===== config.mk =====
export PLATFORM = sky130hd
export DESIGN_NAME = arp_cache_with_aging
export DESIGN_NICKNAME = d
export VERILOG_FILES = /design/src/hdl/arpc_pkg.sv /design/src/hdl/arpc_table.sv /design/src/hdl/arp_cache_with_aging.sv
export SDC_FILE = /design/constraint.sdc
export NUM_CORES = 2
export LEC_CHECK = 0
export BUFFER_PORTS_ARGS = -buffer_cell sky130_fd_sc_hd__buf_2
export CAP_MARGIN = 0
export CORE_ASPECT_RATIO = 1.5
export CORE_MARGIN = 8
export CORE_UTILIZATION = 51
export CTS_CLUSTER_DIAMETER = 50
export DETAILED_ROUTE_END_ITERATION = 8
export PLACE_DENSITY = 0.7
export SYNTH_ARGS = -nofsm -noshare
export SYNTH_HDL_FRONTEND = slang
export SYNTH_SLANG_ARGS = --single-unit

===== constraint.sdc =====
create_clock -name clk -period 12.9 [get_ports clk]
set_clock_uncertainty 0.05 [all_clocks]
set_input_delay 0.645 -clock clk [delete_from_list [all_inputs] [get_ports clk]]
set_output_delay 0.645 -clock clk [all_outputs]
set_load 0.005 [all_outputs]

===== src/hdl/arpc_pkg.sv =====
// ----------------------------------------------------------------------------
// arpc_pkg: shared types and constants of the ARP cache
// Op codes, status codes, neighbor states, defaults and the entry type.
// ----------------------------------------------------------------------------
package arpc_pkg;
	localparam int TableEntriesDef = 16;
	localparam int unsigned TimeoutReset = 60;

	localparam logic [2:0] OP_INSERT = 3'd0;
	localparam logic [2:0] OP_LOOKUP = 3'd1;
	localparam logic [2:0] OP_REMOVE = 3'd2;
	localparam logic [2:0] OP_AGE    = 3'd3;
	localparam logic [2:0] OP_TICK   = 3'd4;

	localparam logic [1:0] STS_OK       = 2'd0;
	localparam logic [1:0] STS_NOTFOUND = 2'd1;
	localparam logic [1:0] STS_FULL     = 2'd2;

	localparam logic [1:0] NS_REACHABLE = 2'd1;
	localparam logic [1:0] NS_STALE     = 2'd2;

	localparam logic [0:0] REG_AGE_TIMEOUT = 1'd0;

	// one table entry as stored
	typedef struct packed {
		logic [31:0] key;
		logic [47:0] mac;
		logic [1:0]  state;
		logic [31:0] stamp;
	} entry_t;

	// write request from the sequencer to the table memory
	typedef struct packed {
		logic   en;
		entry_t data;
	} mem_wr_t;
endpackage


===== src/hdl/arpc_table.sv =====
// ----------------------------------------------------------------------------
// arpc_table: entry memory of the ARP cache
// One write port, one read port, registered read data.
// ----------------------------------------------------------------------------
module arpc_table import arpc_pkg::*; #(
	parameter int TABLE_ENTRIES = TableEntriesDef,
	localparam int AW = (TABLE_ENTRIES > 1) ? $clog2(TABLE_ENTRIES) : 1
) (
	input  logic          clk,
	input  mem_wr_t       wr,
	input  logic [AW-1:0] waddr,
	input  logic [AW-1:0] raddr,
	output entry_t        rdata
);
	entry_t mem [TABLE_ENTRIES];

	always_ff @(posedge clk) begin
		if (wr.en) begin
			mem[waddr] <= wr.data;
		end
		rdata <= mem[raddr];
	end
endmodule


===== src/hdl/arp_cache_with_aging.sv =====
// ----------------------------------------------------------------------------
// arp_cache_with_aging: ARP table with neighbor aging
// Tick and unknown ops pass from issue straight to done; lookup/insert/remove
//   walk the table, issuing a read per valid entry and checking it on arrival.
// Age sweep: a read and check per visited slot, a move per moved entry, set by
//   the single read port of the entry memory (read, then write back).
// One item at a time: the next beat is taken in the cycle after the result
//   is loaded. The result sits in an output register while the next item
//   is already accepted.
// Reset clears the count and clock and sets the timeout to its default; the memory needs no clearing.
// ----------------------------------------------------------------------------
module arp_cache_with_aging import arpc_pkg::*; #(
	parameter int TABLE_ENTRIES = TableEntriesDef,
	localparam int AW = (TABLE_ENTRIES > 1) ? $clog2(TABLE_ENTRIES) : 1,
	localparam int CW = $clog2(TABLE_ENTRIES + 1)
) (
	input  logic         clk,
	input  logic         arst_n,
	// s_tdata: op[2:0], ip_addr[34:3], mac_addr[82:35], entry_state[84:83]
	input  logic         s_tvalid,
	output logic         s_tready,
	input  logic [87:0]  s_tdata,
	// m_tdata: status[1:0], found_mac[49:2], found_state[51:50],
	//          found_stamp[83:52], changed_count[88:84], used_entries[93:89]
	output logic         m_tvalid,
	input  logic         m_tready,
	output logic [95:0]  m_tdata,
	input  logic         psel,
	input  logic         penable,
	input  logic         pwrite,
	input  logic [2:0]   paddr,
	input  logic [31:0]  pwdata,
	output logic [31:0]  prdata,
	output logic         pready
);
	localparam logic [2:0] S_IDLE   = 3'd0; // wait for a beat
	localparam logic [2:0] S_RD     = 3'd1; // read data of slot idx arrives
	localparam logic [2:0] S_MOVE   = 3'd2; // read data of last slot arrives
	localparam logic [2:0] S_DONE   = 3'd3; // put result into output reg
	localparam logic [2:0] S_ISSUE  = 3'd4; // issue read of slot idx

	logic [2:0]    state_q;
	logic [2:0]    op_q;
	logic [31:0]   ip_q;
	logic [47:0]   mac_q;
	logic [1:0]    est_q;
	logic [CW-1:0] idx_q;
	logic [CW-1:0] used_q;
	logic [31:0]   now_q;
	logic [15:0]   timeout_q;
	logic [CW-1:0] chg_q;
	logic [1:0]    sts_q;
	entry_t        hit_q;
	logic          hit_v_q;

	logic          out_v_q;
	logic [95:0]   out_q;

	mem_wr_t       wr;
	logic [AW-1:0] waddr, raddr;
	entry_t        rdata;

	arpc_table #(.TABLE_ENTRIES(TABLE_ENTRIES)) u_table (
		.clk(clk), .wr(wr), .waddr(waddr), .raddr(raddr), .rdata(rdata)
	);

	// config port
	assign pready = 1'b1;
	always_comb begin
		prdata = '0;
		if (paddr[2] == REG_AGE_TIMEOUT) begin
			prdata = {16'd0, timeout_q};
		end
	end
	logic cfg_wr;
	assign cfg_wr = psel && penable && pwrite && (paddr[2] == REG_AGE_TIMEOUT);

	assign s_tready = (state_q == S_IDLE);
	assign m_tvalid = out_v_q;
	assign m_tdata  = out_q;

	logic [31:0] age;
	logic        old;
	logic [CW-1:0] last;
	assign age  = now_q - rdata.stamp;
	assign old  = age >= {16'd0, timeout_q};
	assign last = used_q - CW'(1);

	// control and memory access
	always_comb begin
		wr = '0;
		wr.data = rdata;
		waddr = idx_q[AW-1:0];
		raddr = idx_q[AW-1:0];
		if (state_q == S_MOVE) begin
			wr.en = 1'b1; // move last entry into freed slot
		end else if (state_q == S_RD) begin
			if (op_q == OP_INSERT && rdata.key == ip_q) begin
				wr.en = 1'b1;
				wr.data = '{key: ip_q, mac: mac_q, state: est_q, stamp: now_q};
			end else if (op_q == OP_AGE && rdata.state == NS_REACHABLE && old) begin
				wr.en = 1'b1;
				wr.data.state = NS_STALE;
				wr.data.stamp = now_q;
			end else if ((op_q == OP_REMOVE && rdata.key == ip_q) ||
			             (op_q == OP_AGE && rdata.state == NS_STALE && old)) begin
				raddr = last[AW-1:0];
			end
		end else if (state_q == S_ISSUE && op_q == OP_INSERT && idx_q == used_q &&
		             used_q < CW'(TABLE_ENTRIES)) begin
			wr.en = 1'b1; // append
			wr.data = '{key: ip_q, mac: mac_q, state: est_q, stamp: now_q};
		end
	end

	always_ff @(posedge clk or negedge arst_n) begin
		if (!arst_n) begin
			state_q   <= S_IDLE;
			used_q    <= '0;
			now_q     <= '0;
			timeout_q <= 16'(TimeoutReset);
			out_v_q   <= 1'b0;
			op_q      <= '0;
			idx_q     <= '0;
			chg_q     <= '0;
			sts_q     <= STS_OK;
			hit_v_q   <= 1'b0;
		end else begin
			if (cfg_wr) begin
				timeout_q <= pwdata[15:0];
			end
			// load a new result, or drop the one taken downstream
			if (state_q == S_DONE && (!out_v_q || m_tready)) begin
				out_v_q <= 1'b1;
			end else if (m_tvalid && m_tready) begin
				out_v_q <= 1'b0;
			end
			case (state_q)
				S_IDLE: begin
					if (s_tvalid) begin
						op_q    <= s_tdata[2:0];
						ip_q    <= s_tdata[34:3];
						mac_q   <= s_tdata[82:35];
						est_q   <= s_tdata[84:83];
						idx_q   <= '0;
						chg_q   <= '0;
						sts_q   <= STS_OK;
						hit_v_q <= 1'b0;
						state_q <= S_ISSUE;
					end
				end
				S_ISSUE: begin
					if (op_q == OP_TICK) begin
						now_q <= now_q + 32'd1;
						state_q <= S_DONE;
					end else if (op_q > OP_TICK) begin
						state_q <= S_DONE;
					end else if (idx_q >= used_q) begin
						// walked past the valid range without a hit
						state_q <= S_DONE;
						case (op_q)
							OP_INSERT: begin
								if (used_q < CW'(TABLE_ENTRIES)) used_q <= used_q + CW'(1);
								else sts_q <= STS_FULL;
							end
							OP_LOOKUP, OP_REMOVE: sts_q <= STS_NOTFOUND;
							default: ;
						endcase
					end else begin
						state_q <= S_RD;
					end
				end
				S_RD: begin
					if (op_q == OP_AGE) begin
						if (rdata.state == NS_REACHABLE && old) begin
							chg_q   <= chg_q + CW'(1);
							idx_q   <= idx_q + CW'(1);
							state_q <= S_ISSUE;
						end else if (rdata.state == NS_STALE && old) begin
							// hold idx: the moved entry is checked again
							chg_q   <= chg_q + CW'(1);
							used_q  <= last;
							state_q <= (idx_q != last) ? S_MOVE : S_ISSUE;
						end else begin
							idx_q   <= idx_q + CW'(1);
							state_q <= S_ISSUE;
						end
					end else if (rdata.key == ip_q) begin
						if (op_q == OP_LOOKUP) begin
							hit_q   <= rdata;
							hit_v_q <= 1'b1;
							state_q <= S_DONE;
						end else if (op_q == OP_REMOVE) begin
							// hold idx: the last entry lands here
							used_q  <= last;
							state_q <= (idx_q != last) ? S_MOVE : S_DONE;
						end else begin
							state_q <= S_DONE;
						end
					end else begin
						idx_q   <= idx_q + CW'(1);
						state_q <= S_ISSUE;
					end
				end
				S_MOVE: begin
					state_q <= (op_q == OP_AGE) ? S_ISSUE : S_DONE;
				end
				S_DONE: begin
					if (!out_v_q || m_tready) begin
						out_q <= {2'd0, 5'(used_q), 5'(chg_q),
							hit_v_q ? {hit_q.stamp, hit_q.state, hit_q.mac} : 82'd0,
							sts_q};
						state_q <= S_IDLE;
					end
				end
				default: state_q <= S_IDLE;
			endcase
		end
	end

	a_used_bound: assert property (@(posedge clk) disable iff (!arst_n)
		used_q <= CW'(TABLE_ENTRIES)) else $error("used count over capacity");
	a_idle_hold: assert property (@(posedge clk) disable iff (!arst_n)
		(state_q == S_IDLE && !s_tvalid) |=> $stable(used_q))
		else $error("count moved while idle");
	a_move_from: assert property (@(posedge clk) disable iff (!arst_n)
		(state_q == S_MOVE) |-> ($past(state_q) == S_RD))
		else $error("move without a read");
endmodule


==> results.yml <==
sta:
  setup_tns_ns: 0
  setup_slack_ns: 3.57
  slew_headroom: 0.136
  finalHoldViolations: 0
  worstMarginPinSlew_ns: 1.26
  period_minus_slack_ns: 9.33
  slew_violations: 0
  hold_ws_ns: 0.118
  post-route-period-util: 0.723
  fmaxAchievable_mhz: 107
  setup_viol: 0
  rsz0062_at_grt: "false"
setup_path:
  crit_path_start: "now_q[0]$_DFFE_PN0P_"
  reg2reg_from: "now_q[0]$_DFFE_PN0P_"
  path_cells: "inv_1 -> ha_1 -> fa_1 -> nand2b_1 -> a21oi_1 -> o21ai_0 -> nand3b_1 -> xor2_1 -> ha_1 -> nor2b_1 -> o21ai_0 -> o2111ai_1 -> a2111oi_0 -> and4_1 -> nand4_1 -> nor4_4 -> o31a_1 -> mux2i_4 -> buf_12 -> buf_12 -> mux2i_1 -> o22ai_1 -> or4_1"
  crit_required_ns: 13.53
  worstReg2RegEnd: "u_table.rdata[42]$_DFF_P_"
  r2r_setup_slack_ns: 3.57
  cp_max_fo: 120
  worst_setup_path_start_kind: "flip-flop"
  crit_path_max_incr_delay_ns: 1.04
  reg2reg_depth: 23
  worst-setup-path-type: "flip-flop to flip-flop"
  slowest_stage: "o31a_1"
  arrival_ns: 9.96
  critPathCaptureType: "flip-flop"
synthesis:
  netlist_area_um2: 87500
  synth_ff_type: "edfxtp_1"
  synth_top_family_by_area: "multiplexers"
  synth-seq-cells: 2269
  synthSimpleGateAreaFrac: 0.0343
  ys_types: 70
  synth_edf_count: 2082
  netlist_instances: 4951
  yosysTopAreaCellShare: 0.715
  synth_top_area_cell: "edfxtp_1"
  syn-mean-instance-area_um2: 17.7
  ys_async_sr_fraction: 0.0322
  synth_warnings: 0
  seq_area_frac_synth: 0.762
  synthTopCellsByArea: "edfxtp_1 71%, mux2i_1 11%, o22ai_1 3.3%, dfxtp_1 2.6%, dfrtp_1 2.0%"
  synth_compound_area_frac: 0.0449
  synth_fa_ha_area_frac: 0.00881
  muxShareOfSynthArea: 0.122
  synth-xor-area-share: 0.0103
pwr:
  ir_worst_vdd_uv: 172
  p_per_area_nw_per_um2: 205
  p_leak_nw: 36.9
placement:
  dp_hpwl_um: 94500
  dp_cells: 7246
  dpl_cell_area_um2: 91100
  portBuffers: 220
  dp_slack_ns: 3.61
  gp_congestion: 0.842
finish:
  nFillCells: 12600
  layout_commonest_cell: "edfxtp_1"
  fin_area_um2: 98900
  drive_gt1_frac: 0.142
  multi_input_area_um2: 19500
  final_cell_mix: "2082 x edfxtp_1, 918 x mux2i_1, 458 x o22ai_1"
  seq_area_um2: 66600
  syn2layout_area_growth_pct: 13.1
  fin_cells: 7737
  nets: 5489
route:
  vias: 45600
  ant_nets: 0
  drt_wl_total_um: 199000
  wl_per_cell_um: 25.7
  first_pass_iters: 5
  drt_iter0_markers: 4450
  drc_errors: 0
  vias_per_cell: 5.90
grt:
  antenna_found_initial: 6
  first_global_vias: 45600
  grt_max_degree: 139
  track_usage: 0.208
  grt_overflow: 0
  grt_pass1_wl_um: 290000
clock_network:
  cts_root_buf: "clkbuf_16"
  clock_sinks: 2269
  post_cts_resized: 0
  clk_path_buf_depth: 3
  numCtsBuffers: 204
  clk_pin_slew_worst_paths_ns: 0.06
  cts_max_level: 4
  clock_latency_ns: 0.83
  cts_tree: "yes"
die:
  dieArea_um2: 185000
  die_h_um: 523
  initial_core_util: 0.512
  die_x_um: 354
  pin_count: 261
  rows: 186
  coreArea_um2: 171000
min_path:
  hp-class: "input port to flip-flop"
  min-delay-start: "m_tready"
  hold_end: "m_tvalid$_DFFE_PN0P_"
  min_delay_path_depth: 3
status:
  outcome: "complete, no violations"
flow_run:
  cap_violations: 0
## critical path: cells and delay by family (launching register included)
family	cells	cell delay, ns
AOI/OAI and AO/OA	7	2.88
and+or+nand+nor	7	2.13
buffers and inverters	3	1.34
muxes	2	1.02
adders and majority gates	3	0.89
DFF	1	0.42
xor gates and xnor gates	1	0.16
## cells by family (layout without fill, tap and decap cells)
group / count (synthesis) / after routing
other cells: 2 / 22
buf+inv: 324 / 834
mux: 1047 / 1047
simple gates: 524 / 524
xor+xnor: 103 / 103
compound gates: 621 / 621
fa+ha+maj: 61 / 61
flops: 2269 / 2269
## through the flow
step / utilization / power, mW
6_report: 0.579 / 20.3
5_1_grt: 0.579 / 21.0
4_1_cts: 0.579 / 20.3
3_5_place_dp: 0.533 / 14.3
3_3_place_gp: 0.533 / 14.2
2_1_floorplan: - / 13.2
## cell type report
type / count / area share
flip-flops and latches: 2269 / 0.674
multi-input cells: 2375 / 0.197
clock buffers: 267 / 0.0572
repair buffers: 385 / 0.0290
well taps: 2256 / 0.0285
clock inverters: 119 / 0.0115
inverters: 63 / 0.00239
diodes: 3 / 0.0000759
## where the power goes
group          total (mW)  leakage, nW  switching (mW)  internal, mW
sequential           9.89         20.8           0.308          9.58
clock                6.04         3.33            2.66          3.38
combinational        4.33         12.8            2.74          1.59
## layer usage
layer | global-route usage | wire [um]
met1 | 0.284 | 83800
met2 | 0.350 | 97500
met3 | 0.0305 | 13400
met4 | 0.0564 | 4290
met5 | 0 | 0
## cell usage after synthesis (21+ instances only)
cell type,instances
ha_1,60
nand3_1,24
edfxtp_1,2082
nor2_1,75
xor2_1,53
mux2_2,128
nand4_1,21
dfrtp_1,69
inv_1,63
nor3_1,27
dfxtp_1,114
or4_1,114
o22ai_1,458
a21oi_1,46
nand2_1,90
buf_2,85
mux2i_1,919
clkbuf_1,103
buf_4,37
xnor2_1,50
o21ai_0,34
and2_1,90
## what timing repair did
item                      in CTS  in global routing
setup buffers                  0                  0
hold buffers                 102                  0
hold endpoints to repair     125                  0
## flip-flops by register name, indices dropped and copies added (netlist names), 5 cells and up
signal         count
u_table.rdata    114
timeout_q         16
now_q             32
m_tdata           94
idx_q              5
mac_q             48
chg_q              5
used_q             5
ip_q              32
hit_q             82
u_table.mem     1824
## how the worst max path moves through the flow
stage	endpoint	cells after the start
6_report	u_table.rdata[42]$_DFF_P_	23
3_5_place_dp	u_table.rdata[66]$_DFF_P_	23
4_1_cts	u_table.rdata[66]$_DFF_P_	23
2_1_floorplan	u_table.mem[0][0]$_DFFE_PP_	22
3_3_place_gp	u_table.rdata[42]$_DFF_P_	23
5_1_grt	u_table.rdata[42]$_DFF_P_	23
Note: power is estimated with default switching activity, not from simulation.
